File: src/rtl/core/fsd_pkg.sv
// Shared types, constants and arithmetic steps for the motion fire seed block.
package fsd_pkg;

    localparam int unsigned ChanW     = 8;
    localparam int unsigned RgbW      = 3 * ChanW;
    localparam int unsigned RandW     = 16;
    localparam int unsigned CfgW      = 9;
    localparam int unsigned CfgAddrW  = 3;
    localparam int unsigned SqW       = 2 * ChanW;
    localparam int unsigned SumW      = SqW + 2;
    localparam int unsigned GrayW     = ChanW + 5;
    localparam int unsigned RecipW    = 18;
    localparam int unsigned RecipShift = 19;
    localparam int unsigned ProdW     = SumW + RecipW;
    localparam int unsigned NumStages = 4;
    localparam int unsigned RemSteps  = RandW / NumStages;

    // ceil(2^19 / 3): exact floor divide by three for sums below 2^19
    localparam logic [RecipW-1:0] RecipDiv3 = 18'd174763;
    localparam logic [CfgW-1:0]   SpanMax   = 9'd256;

    // Register indexes on the configuration port
    typedef enum logic [CfgAddrW-1:0] {
        REG_HARD_MODE   = 3'd0,
        REG_MOTION_THR  = 3'd1,
        REG_LUMA_THR    = 3'd2,
        REG_ALPHA_VAR   = 3'd3,
        REG_COLOR_COUNT = 3'd4
    } t_cfg_reg;

    // Live configuration, spans already saturated into 1..256
    typedef struct packed {
        logic            hard_mode;
        logic [CfgW-1:0] motion_thr;
        logic [CfgW-1:0] luma_thr;
        logic [CfgW-1:0] alpha_span;
        logic [CfgW-1:0] color_span;
    } t_cfg;

    // Partial state of the digit-by-digit square root
    typedef struct packed {
        logic [CfgW-1:0]  rem;
        logic [ChanW-1:0] root;
    } t_sqrt_st;

    // Saturate a span register into 1..256
    function automatic logic [CfgW-1:0] span_clamp(logic [CfgW-1:0] v);
        logic [CfgW-1:0] res;
        if (v == '0) begin
            res = 9'd1;
        end else if (v > SpanMax) begin
            res = SpanMax;
        end else begin
            res = v;
        end
        return res;
    endfunction

    // One restoring remainder step: bring in one dividend bit
    function automatic logic [CfgW-1:0] rem_step(logic [CfgW-1:0] rem, logic din,
                                                 logic [CfgW-1:0] div);
        logic [CfgW:0] t;
        t = {rem, din};
        if (t >= {1'b0, div}) begin
            t = t - {1'b0, div};
        end
        return t[CfgW-1:0];
    endfunction

    // One square root step: bring in two radicand bits, settle one root bit
    function automatic t_sqrt_st sqrt_step(t_sqrt_st st, logic [1:0] pair);
        logic [CfgW+1:0] r;
        logic [CfgW+1:0] trial;
        t_sqrt_st        res;
        r     = {st.rem, pair};
        trial = {1'b0, st.root, 2'b01};
        if (r >= trial) begin
            r        = r - trial;
            res.root = {st.root[ChanW-2:0], 1'b1};
        end else begin
            res.root = {st.root[ChanW-2:0], 1'b0};
        end
        res.rem = r[CfgW-1:0];
        return res;
    endfunction

endpackage

File: src/rtl/core/motion_diff_fire_seed.sv
// Top level of the motion fire seed block: handshake control and result stage.
//
// Usage: one input word carries a previous-frame pixel, the co-located current pixel
// and two random words; one output word carries the fire-seed alpha and palette index.
// Both channels use valid/ready; a word moves when valid and ready are high together.
// Path: an accepted word passes four arithmetic stages (squared distance, divide
// by three, two halves of an eight-step square root, run alongside two remainder
// units), then the output register that drives o_valid.
// Throughput: one word per clock; the input is taken while results wait downstream,
// and each stage holds its word only while the stage after it is full and stalled.
// A stalled receiver therefore backs the pipe up one stage at a time; o_ready drops
// only once all five stages are full. Nothing is lost or repeated.
// Reset (i_rst_n low at a clock edge) empties the pipe and loads the register
// defaults: hard mode on, thresholds 15, alpha variation 127, color count 8.
// Configuration: write i_cfg_data to register i_cfg_addr with i_cfg_we; write only
// while the pipe is empty, since stages read the live registers.
module motion_diff_fire_seed (
    input  logic                          i_clk,
    input  logic                          i_rst_n,
    input  logic                          i_valid,
    output logic                          o_ready,
    input  logic [fsd_pkg::RgbW-1:0]      i_prev_rgb,
    input  logic [fsd_pkg::RgbW-1:0]      i_cur_rgb,
    input  logic [fsd_pkg::RandW-1:0]     i_rand_alpha,
    input  logic [fsd_pkg::RandW-1:0]     i_rand_index,
    output logic                          o_valid,
    input  logic                          i_ready,
    output logic [fsd_pkg::ChanW-1:0]     o_seed_alpha,
    output logic [fsd_pkg::ChanW-1:0]     o_seed_index,
    input  logic                          i_cfg_we,
    input  logic [fsd_pkg::CfgAddrW-1:0]  i_cfg_addr,
    input  logic [fsd_pkg::CfgW-1:0]      i_cfg_data
);

    fsd_pkg::t_cfg                  cfg;
    logic [fsd_pkg::NumStages:0]    en;
    logic [fsd_pkg::NumStages-1:0]  r_v;
    logic                           r_out_v;
    logic [fsd_pkg::ChanW-1:0]      level;
    logic                           luma_low;
    logic [fsd_pkg::CfgW-1:0]       rem_alpha;
    logic [fsd_pkg::CfgW-1:0]       rem_index;
    logic [fsd_pkg::CfgW-1:0]       n_alpha;
    logic [fsd_pkg::CfgW-1:0]       n_index;
    logic [fsd_pkg::ChanW-1:0]      r_seed_alpha;
    logic [fsd_pkg::ChanW-1:0]      r_seed_index;

    fsd_cfg_regs u_cfg (
        .i_clk      (i_clk),
        .i_rst_n    (i_rst_n),
        .i_cfg_we   (i_cfg_we),
        .i_cfg_addr (i_cfg_addr),
        .i_cfg_data (i_cfg_data),
        .o_cfg      (cfg)
    );

    fsd_motion_pipe u_motion (
        .i_clk      (i_clk),
        .i_en       (en[fsd_pkg::NumStages-1:0]),
        .i_prev_rgb (i_prev_rgb),
        .i_cur_rgb  (i_cur_rgb),
        .i_luma_thr (cfg.luma_thr),
        .o_level    (level),
        .o_luma_low (luma_low)
    );

    fsd_rem_pipe u_rem_alpha (
        .i_clk  (i_clk),
        .i_en   (en[fsd_pkg::NumStages-1:0]),
        .i_word (i_rand_alpha),
        .i_div  (cfg.alpha_span),
        .o_rem  (rem_alpha)
    );

    fsd_rem_pipe u_rem_index (
        .i_clk  (i_clk),
        .i_en   (en[fsd_pkg::NumStages-1:0]),
        .i_word (i_rand_index),
        .i_div  (cfg.color_span),
        .o_rem  (rem_index)
    );

    // Stage loads: a stage moves when empty or when the next one moves
    always_comb begin
        en[fsd_pkg::NumStages] = !r_out_v || i_ready;
        for (int k = fsd_pkg::NumStages - 1; k >= 0; k--) begin
            en[k] = !r_v[k] || en[k+1];
        end
    end

    assign o_ready = en[0];

    // Valid bits travel with the data
    always_ff @(posedge i_clk) begin
        if (!i_rst_n) begin
            r_v     <= '0;
            r_out_v <= 1'b0;
        end else begin
            if (en[0]) begin
                r_v[0] <= i_valid;
            end
            for (int k = 1; k < fsd_pkg::NumStages; k++) begin
                if (en[k]) begin
                    r_v[k] <= r_v[k-1];
                end
            end
            if (en[fsd_pkg::NumStages]) begin
                r_out_v <= r_v[fsd_pkg::NumStages-1];
            end
        end
    end

    // Result: alpha choice, luma gate, palette index
    always_comb begin
        if ({1'b0, level} < cfg.motion_thr) begin
            n_alpha = '0;
        end else if (cfg.hard_mode) begin
            n_alpha = (fsd_pkg::SpanMax - cfg.alpha_span) + rem_alpha;
        end else begin
            n_alpha = {1'b0, level};
        end
        if (luma_low) begin
            n_alpha = '0;
        end
        n_index = (fsd_pkg::SpanMax - cfg.color_span) + rem_index;
    end

    always_ff @(posedge i_clk) begin
        if (en[fsd_pkg::NumStages]) begin
            r_seed_alpha <= n_alpha[fsd_pkg::ChanW-1:0];
            r_seed_index <= n_index[fsd_pkg::ChanW-1:0];
        end
    end

    assign o_valid      = r_out_v;
    assign o_seed_alpha = r_seed_alpha;
    assign o_seed_index = r_seed_index;

`ifndef SYNTHESIS
    // An empty output stage never blocks the input
    a_empty_ready: assert property (@(posedge i_clk) disable iff (!i_rst_n)
        !o_valid |-> o_ready)
        else $error("input blocked with empty output stage");

    // An accepted word enters the first stage
    a_accept_enters: assert property (@(posedge i_clk) disable iff (!i_rst_n)
        (i_valid && o_ready) |=> r_v[0])
        else $error("accepted word missing from first stage");

    // Palette index stays inside the color span
    a_index_span: assert property (@(posedge i_clk) disable iff (!i_rst_n)
        o_valid |-> ({1'b0, o_seed_index} >= (fsd_pkg::SpanMax - cfg.color_span)))
        else $error("palette index below color span");

    // Hard-mode alpha is zero or inside the variation span
    a_alpha_span: assert property (@(posedge i_clk) disable iff (!i_rst_n)
        (o_valid && cfg.hard_mode && (o_seed_alpha != '0))
            |-> ({1'b0, o_seed_alpha} >= (fsd_pkg::SpanMax - cfg.alpha_span)))
        else $error("hard-mode alpha below variation span");
`endif

endmodule

File: src/rtl/core/fsd_cfg_regs.sv
// Configuration registers with span saturation.
module fsd_cfg_regs (
    input  logic                          i_clk,
    input  logic                          i_rst_n,
    input  logic                          i_cfg_we,
    input  logic [fsd_pkg::CfgAddrW-1:0]  i_cfg_addr,
    input  logic [fsd_pkg::CfgW-1:0]      i_cfg_data,
    output fsd_pkg::t_cfg                 o_cfg
);

    logic                     r_hard_mode;
    logic [fsd_pkg::CfgW-1:0] r_motion_thr;
    logic [fsd_pkg::CfgW-1:0] r_luma_thr;
    logic [fsd_pkg::CfgW-1:0] r_alpha_var;
    logic [fsd_pkg::CfgW-1:0] r_color_count;

    // Register writes; unknown indexes are dropped
    always_ff @(posedge i_clk) begin
        if (!i_rst_n) begin
            r_hard_mode   <= 1'b1;
            r_motion_thr  <= 9'd15;
            r_luma_thr    <= 9'd15;
            r_alpha_var   <= 9'd127;
            r_color_count <= 9'd8;
        end else if (i_cfg_we) begin
            case (fsd_pkg::t_cfg_reg'(i_cfg_addr))
                fsd_pkg::REG_HARD_MODE:   r_hard_mode   <= i_cfg_data[0];
                fsd_pkg::REG_MOTION_THR:  r_motion_thr  <= i_cfg_data;
                fsd_pkg::REG_LUMA_THR:    r_luma_thr    <= i_cfg_data;
                fsd_pkg::REG_ALPHA_VAR:   r_alpha_var   <= i_cfg_data;
                fsd_pkg::REG_COLOR_COUNT: r_color_count <= i_cfg_data;
                default: ;
            endcase
        end
    end

    always_comb begin
        o_cfg.hard_mode  = r_hard_mode;
        o_cfg.motion_thr = r_motion_thr;
        o_cfg.luma_thr   = r_luma_thr;
        o_cfg.alpha_span = fsd_pkg::span_clamp(r_alpha_var);
        o_cfg.color_span = fsd_pkg::span_clamp(r_color_count);
    end

endmodule

File: src/rtl/core/fsd_motion_pipe.sv
// Motion level pipeline: squared distance, divide by three, square root; luma check.
module fsd_motion_pipe (
    input  logic                              i_clk,
    input  logic [fsd_pkg::NumStages-1:0]     i_en,
    input  logic [fsd_pkg::RgbW-1:0]          i_prev_rgb,
    input  logic [fsd_pkg::RgbW-1:0]          i_cur_rgb,
    input  logic [fsd_pkg::CfgW-1:0]          i_luma_thr,
    output logic [fsd_pkg::ChanW-1:0]         o_level,
    output logic                              o_luma_low
);

    logic [fsd_pkg::SumW-1:0]    n_sum;
    logic                        n_luma_low;
    logic [fsd_pkg::ProdW-1:0]   n_prod;
    fsd_pkg::t_sqrt_st           n_st2;
    fsd_pkg::t_sqrt_st           n_st3;

    logic [fsd_pkg::SumW-1:0]    r_sum;
    logic [fsd_pkg::SqW-1:0]     r_q;
    fsd_pkg::t_sqrt_st           r_st2;
    logic [fsd_pkg::ChanW-1:0]   r_qlo2;
    logic [fsd_pkg::ChanW-1:0]   r_level;
    logic [fsd_pkg::NumStages-1:0] r_luma_low;

    // Stage 0: squared channel distances and gray of the current pixel
    always_comb begin
        logic [fsd_pkg::ChanW-1:0] p;
        logic [fsd_pkg::ChanW-1:0] c;
        logic [fsd_pkg::ChanW-1:0] d;
        logic [fsd_pkg::SqW-1:0]   sq;
        logic [fsd_pkg::GrayW-1:0] gray;
        n_sum = '0;
        for (int k = 0; k < 3; k++) begin
            p = i_prev_rgb[k*fsd_pkg::ChanW +: fsd_pkg::ChanW];
            c = i_cur_rgb[k*fsd_pkg::ChanW +: fsd_pkg::ChanW];
            d = (p >= c) ? (p - c) : (c - p);
            sq = d * d;
            n_sum = n_sum + fsd_pkg::SumW'(sq);
        end
        gray = 13'd11 * fsd_pkg::GrayW'(i_cur_rgb[23:16])
             + 13'd16 * fsd_pkg::GrayW'(i_cur_rgb[15:8])
             + 13'd5  * fsd_pkg::GrayW'(i_cur_rgb[7:0]);
        n_luma_low = {1'b0, gray[fsd_pkg::GrayW-1:5]} < i_luma_thr;
    end

    // Stage 1: divide by three through the reciprocal
    assign n_prod = fsd_pkg::ProdW'(r_sum) * fsd_pkg::ProdW'(fsd_pkg::RecipDiv3);

    // Stage 2: upper four root bits
    always_comb begin
        n_st2 = '0;
        for (int k = 0; k < 4; k++) begin
            n_st2 = fsd_pkg::sqrt_step(n_st2, r_q[fsd_pkg::SqW-1-2*k -: 2]);
        end
    end

    // Stage 3: lower four root bits
    always_comb begin
        n_st3 = r_st2;
        for (int k = 0; k < 4; k++) begin
            n_st3 = fsd_pkg::sqrt_step(n_st3, r_qlo2[fsd_pkg::ChanW-1-2*k -: 2]);
        end
    end

    always_ff @(posedge i_clk) begin
        if (i_en[0]) begin
            r_sum         <= n_sum;
            r_luma_low[0] <= n_luma_low;
        end
        if (i_en[1]) begin
            r_q           <= n_prod[fsd_pkg::RecipShift +: fsd_pkg::SqW];
            r_luma_low[1] <= r_luma_low[0];
        end
        if (i_en[2]) begin
            r_st2         <= n_st2;
            r_qlo2        <= r_q[fsd_pkg::ChanW-1:0];
            r_luma_low[2] <= r_luma_low[1];
        end
        if (i_en[3]) begin
            r_level       <= n_st3.root;
            r_luma_low[3] <= r_luma_low[2];
        end
    end

    assign o_level    = r_level;
    assign o_luma_low = r_luma_low[fsd_pkg::NumStages-1];

endmodule

File: src/rtl/core/fsd_rem_pipe.sv
// Pipelined restoring remainder of a random word by a span, four bits a stage.
module fsd_rem_pipe (
    input  logic                           i_clk,
    input  logic [fsd_pkg::NumStages-1:0]  i_en,
    input  logic [fsd_pkg::RandW-1:0]      i_word,
    input  logic [fsd_pkg::CfgW-1:0]       i_div,
    output logic [fsd_pkg::CfgW-1:0]       o_rem
);

    logic [fsd_pkg::CfgW-1:0]  r_rem  [fsd_pkg::NumStages];
    logic [fsd_pkg::RandW-1:0] r_word [fsd_pkg::NumStages];

    for (genvar s = 0; s < fsd_pkg::NumStages; s++) begin : g_stage
        logic [fsd_pkg::CfgW-1:0]  in_rem;
        logic [fsd_pkg::RandW-1:0] in_word;
        logic [fsd_pkg::CfgW-1:0]  n_rem;

        if (s == 0) begin : g_first
            assign in_rem  = '0;
            assign in_word = i_word;
        end else begin : g_next
            assign in_rem  = r_rem[s-1];
            assign in_word = r_word[s-1];
        end

        // Bring in this stage's slice of dividend bits, MSB first
        always_comb begin
            n_rem = in_rem;
            for (int k = 0; k < fsd_pkg::RemSteps; k++) begin
                n_rem = fsd_pkg::rem_step(n_rem,
                    in_word[fsd_pkg::RandW-1-s*fsd_pkg::RemSteps-k], i_div);
            end
        end

        always_ff @(posedge i_clk) begin
            if (i_en[s]) begin
                r_rem[s]  <= n_rem;
                r_word[s] <= in_word;
            end
        end
    end

    assign o_rem = r_rem[fsd_pkg::NumStages-1];

endmodule
File: config.mk
export PLATFORM = sky130hd
export DESIGN_NAME = motion_diff_fire_seed
export DESIGN_NICKNAME = d
export VERILOG_FILES = /design/src/rtl/core/fsd_pkg.sv /design/src/rtl/core/motion_diff_fire_seed.sv /design/src/rtl/core/fsd_cfg_regs.sv /design/src/rtl/core/fsd_motion_pipe.sv /design/src/rtl/core/fsd_rem_pipe.sv
export SDC_FILE = /design/constraint.sdc
export NUM_CORES = 2
export LEC_CHECK = 0
export BUFFER_PORTS_ARGS = -buffer_cell sky130_fd_sc_hd__buf_2
export CELL_PAD_IN_SITES_DETAIL_PLACEMENT = 0
export CELL_PAD_IN_SITES_GLOBAL_PLACEMENT = 1
export CORE_MARGIN = 3
export CORE_UTILIZATION = 50
export DETAILED_ROUTE_END_ITERATION = 8
export PLACE_DENSITY_LB_ADDON = 0.1
export SETUP_SLACK_MARGIN = 0.02
export SLEW_MARGIN = 10
export SYNTH_ARGS = -nofsm -noshare
export SYNTH_HDL_FRONTEND = slang
export SYNTH_SLANG_ARGS = --single-unit
File: constraint.sdc
create_clock -name i_clk -period 18.75 [get_ports i_clk]
set_clock_uncertainty 0.05 [all_clocks]
set_input_delay 0.9375 -clock i_clk [delete_from_list [all_inputs] [get_ports i_clk]]
set_output_delay 0.9375 -clock i_clk [all_outputs]
set_load 0.005 [all_outputs]
==> flow_summary.json <==
{
  "clockRootBuffer": "clkbuf_16",
  "path_buf_inv": 8,
  "synth_top_area_share": 0.216,
  "htreeDepth": 2,
  "clk_latency_ns": 0.55,
  "yosysTopAreaCell": "ha_1",
  "hp-class": "flop to flop",
  "arrival_ns": 12.45,
  "synthCells": 4161,
  "cts.clk_slew.worst_paths_ns": 0.06,
  "rsz0062_at_grt": "false",
  "dieArea_mm2": 0.0801,
  "syn_area_mm2": 0.0384,
  "synth_area_leaders": "ha_1 (22%), edfxtp_1 (16%), fa_1 (15%)",
  "die_w_um": 283,
  "ys.warnings.count": 0,
  "required_ns": 19.08,
  "tightestPinTransition_ns": 1.06,
  "via_count": 28800,
  "drt-initial-drc-count": 1208,
  "max_stage_delay_ns": 0.71,
  "cts_hold_buf": 0,
  "hold_viol_final": 0,
  "post_cts_resize_count": 0,
  "cts_buffer_depth": 3,
  "die-height_um": 283,
  "relSlewSlack": 0.291,
  "grt_max_degree": 64,
  "startpoint_type": "primary input",
  "hold_path_depth": 0,
  "finish.net_count": 5349,
  "cts_setup_buffers": 0,
  "syn_avg_cell_area_um2": 9.23,
  "port_buffers": 114,
  "synth_nets": 5212,
  "synth_cell_types": 92,
  "row_count": 100,
  "cts.sinks": 243,
  "synthMostInstantiatedCell": "inv_1",
  "cp-end-kind": "flop",
  "viasPerCell": 5.38,
  "reg2reg_depth": 38,
  "cts_tree": "built",
  "wl_um": 92000,
  "synth_seq_cells": 243,
  "yosys_most_used_dff": "edfxtp_1",
  "grt_usage": 0.229,
  "area_growth_pct": 8.23,
  "synth-seq-area-share": 0.179,
  "synth_edf_count": 201,
  "crit_slowest_cell": "o21ai_1",
  "status": "finished, final reports clean",
  "first_pass_iters": 5,
  "crit_cells": 41,
  "start_util": 0.510,
  "critical-path-top-delay-family": "adder cells",
  "hold-worst-slack_ns": 0.362,
  "grt_pass1_vias": 28600,
  "hpwl_um": 74700,
  "place_congestion": 0.873,
  "drive_gt1_frac": 0.0974,
  "max-cap-violations": 0,
  "path_class": "primary input to flop",
  "maxSlewViolCount": 0,
  "ant_nets": 0,
  "numCtsBuffers": 34,
  "setup_viol": 0,
  "crit_top_cell": "fa_1",
  "layout_min_cycle_time_ns": 12.12,
  "grt_pass1_wl_um": 150000,
  "ios": 115,
  "synth_top_cells_by_count": "inv_1 (718), ha_1 (664), fa_1 (290)",
  "crit_path_max_fanout": 9,
  "antenna_found_initial": 16,
  "route.detailed.drc": 0,
  "routedWlPerCell_um": 17.2,
  "fin_crit_sh": 0.646,
  "fmax_ghz": 0.0825,
  "ys_async_sr_fraction": 0,
  "core_mm2": 0.0752,
  "fin_setup_tns_ns": 0,
  "overflow": 0
}
-- worst paths after layout --
path                                                 end                startpoint  slack (ns)
worst max-delay path                  u_motion.r_sum[17]              i_cur_rgb[0]        6.63
worst max register to register   u_rem_alpha.r_rem[2][7]      u_cfg.r_alpha_var[8]        7.44
worst min-delay path            u_rem_alpha.r_word[1][4]  u_rem_alpha.r_word[0][4]        0.36
worst min register to register  u_rem_alpha.r_word[1][4]  u_rem_alpha.r_word[0][4]        0.36
-- through the flow --
step,setup WS [ns],cell area (um2),util,instances
3_5_place_dp,6.11,40400,0.537,5282
5_1_grt,5.83,41500,0.552,5348
4_1_cts,6.63,41500,0.552,5344
3_3_place_gp,6.32,40400,0.537,5282
2_1_floorplan,7.17,38400,-,4161
6_report,6.63,41500,0.552,5354
-- flip-flops by register name, indices dropped and copies added, names as in the netlist, 4 cells and up --
signal and count:
o_seed_alpha 8, u_rem_alpha.r_rem 35, u_motion.r_q 16, u_rem_index.r_word 24, o_seed_index 8, u_cfg.r_alpha_var 9, r_v 4, u_motion.r_st2 13
u_cfg.r_motion_thr 9, u_cfg.r_luma_thr 9, u_motion.r_luma_low 4, u_cfg.r_color_count 9, u_motion.o_level 8, u_rem_index.r_rem 35, u_rem_alpha.r_word 24, u_motion.r_sum 18
u_motion.r_qlo2 8
-- layout make-up --
cell class              count  area [um2]
clock inverters            21         253
inverters                 721        2710
repair buffers            148         826
multi-input cells        3150       28700
clock buffers              41         907
flip-flops and latches    243        6880
fillers                  6949       33700
well taps                1020        1280
diodes                     10        25.0
-- metal layers --
layer	vias up	track usage	share of wire
li1	14600	-	-
met1	13800	0.320	0.48
met2	377	0.386	0.47
met3	90	0.0275	0.037
met4	4	0.0429	0.016
met5	-	0	0.00029
-- placed cells by master (no fill, tap or decap), types with 40 or more instances in the layout --
cell type	Yosys	routed
a21oi_1	252	251
o21ai_0	133	133
edfxtp_1	201	201
mux2_2	151	151
nor2_1	270	269
nand4_1	55	55
xnor2_1	187	187
nand3_1	41	40
buf_2	8	114
fa_1	290	290
mux2i_1	63	63
dfxtp_1	42	42
xor2_1	113	113
nand2_1	228	225
nor3_1	48	48
a21boi_0	44	44
a21o_1	125	125
nand2b_1	52	52
ha_1	664	664
nor2b_1	73	73
o21bai_1	58	58
inv_1	718	717
-- cell families after synthesis --
| group | share of synthesized area |
|---|---|
| AO/OA/AOI/OAI | 0.136 |
| XOR/XNOR | 0.0685 |
| adder cells (fa/ha/maj) | 0.368 |
| buffers and inverters | 0.0755 |
| flip-flops | 0.179 |
| multiplexers | 0.0617 |
| AND/OR/NAND/NOR | 0.112 |
Power is left out: the tool's default activity adds up to more than one toggle a clock period on the data nets, which glitch-free logic cannot reach.
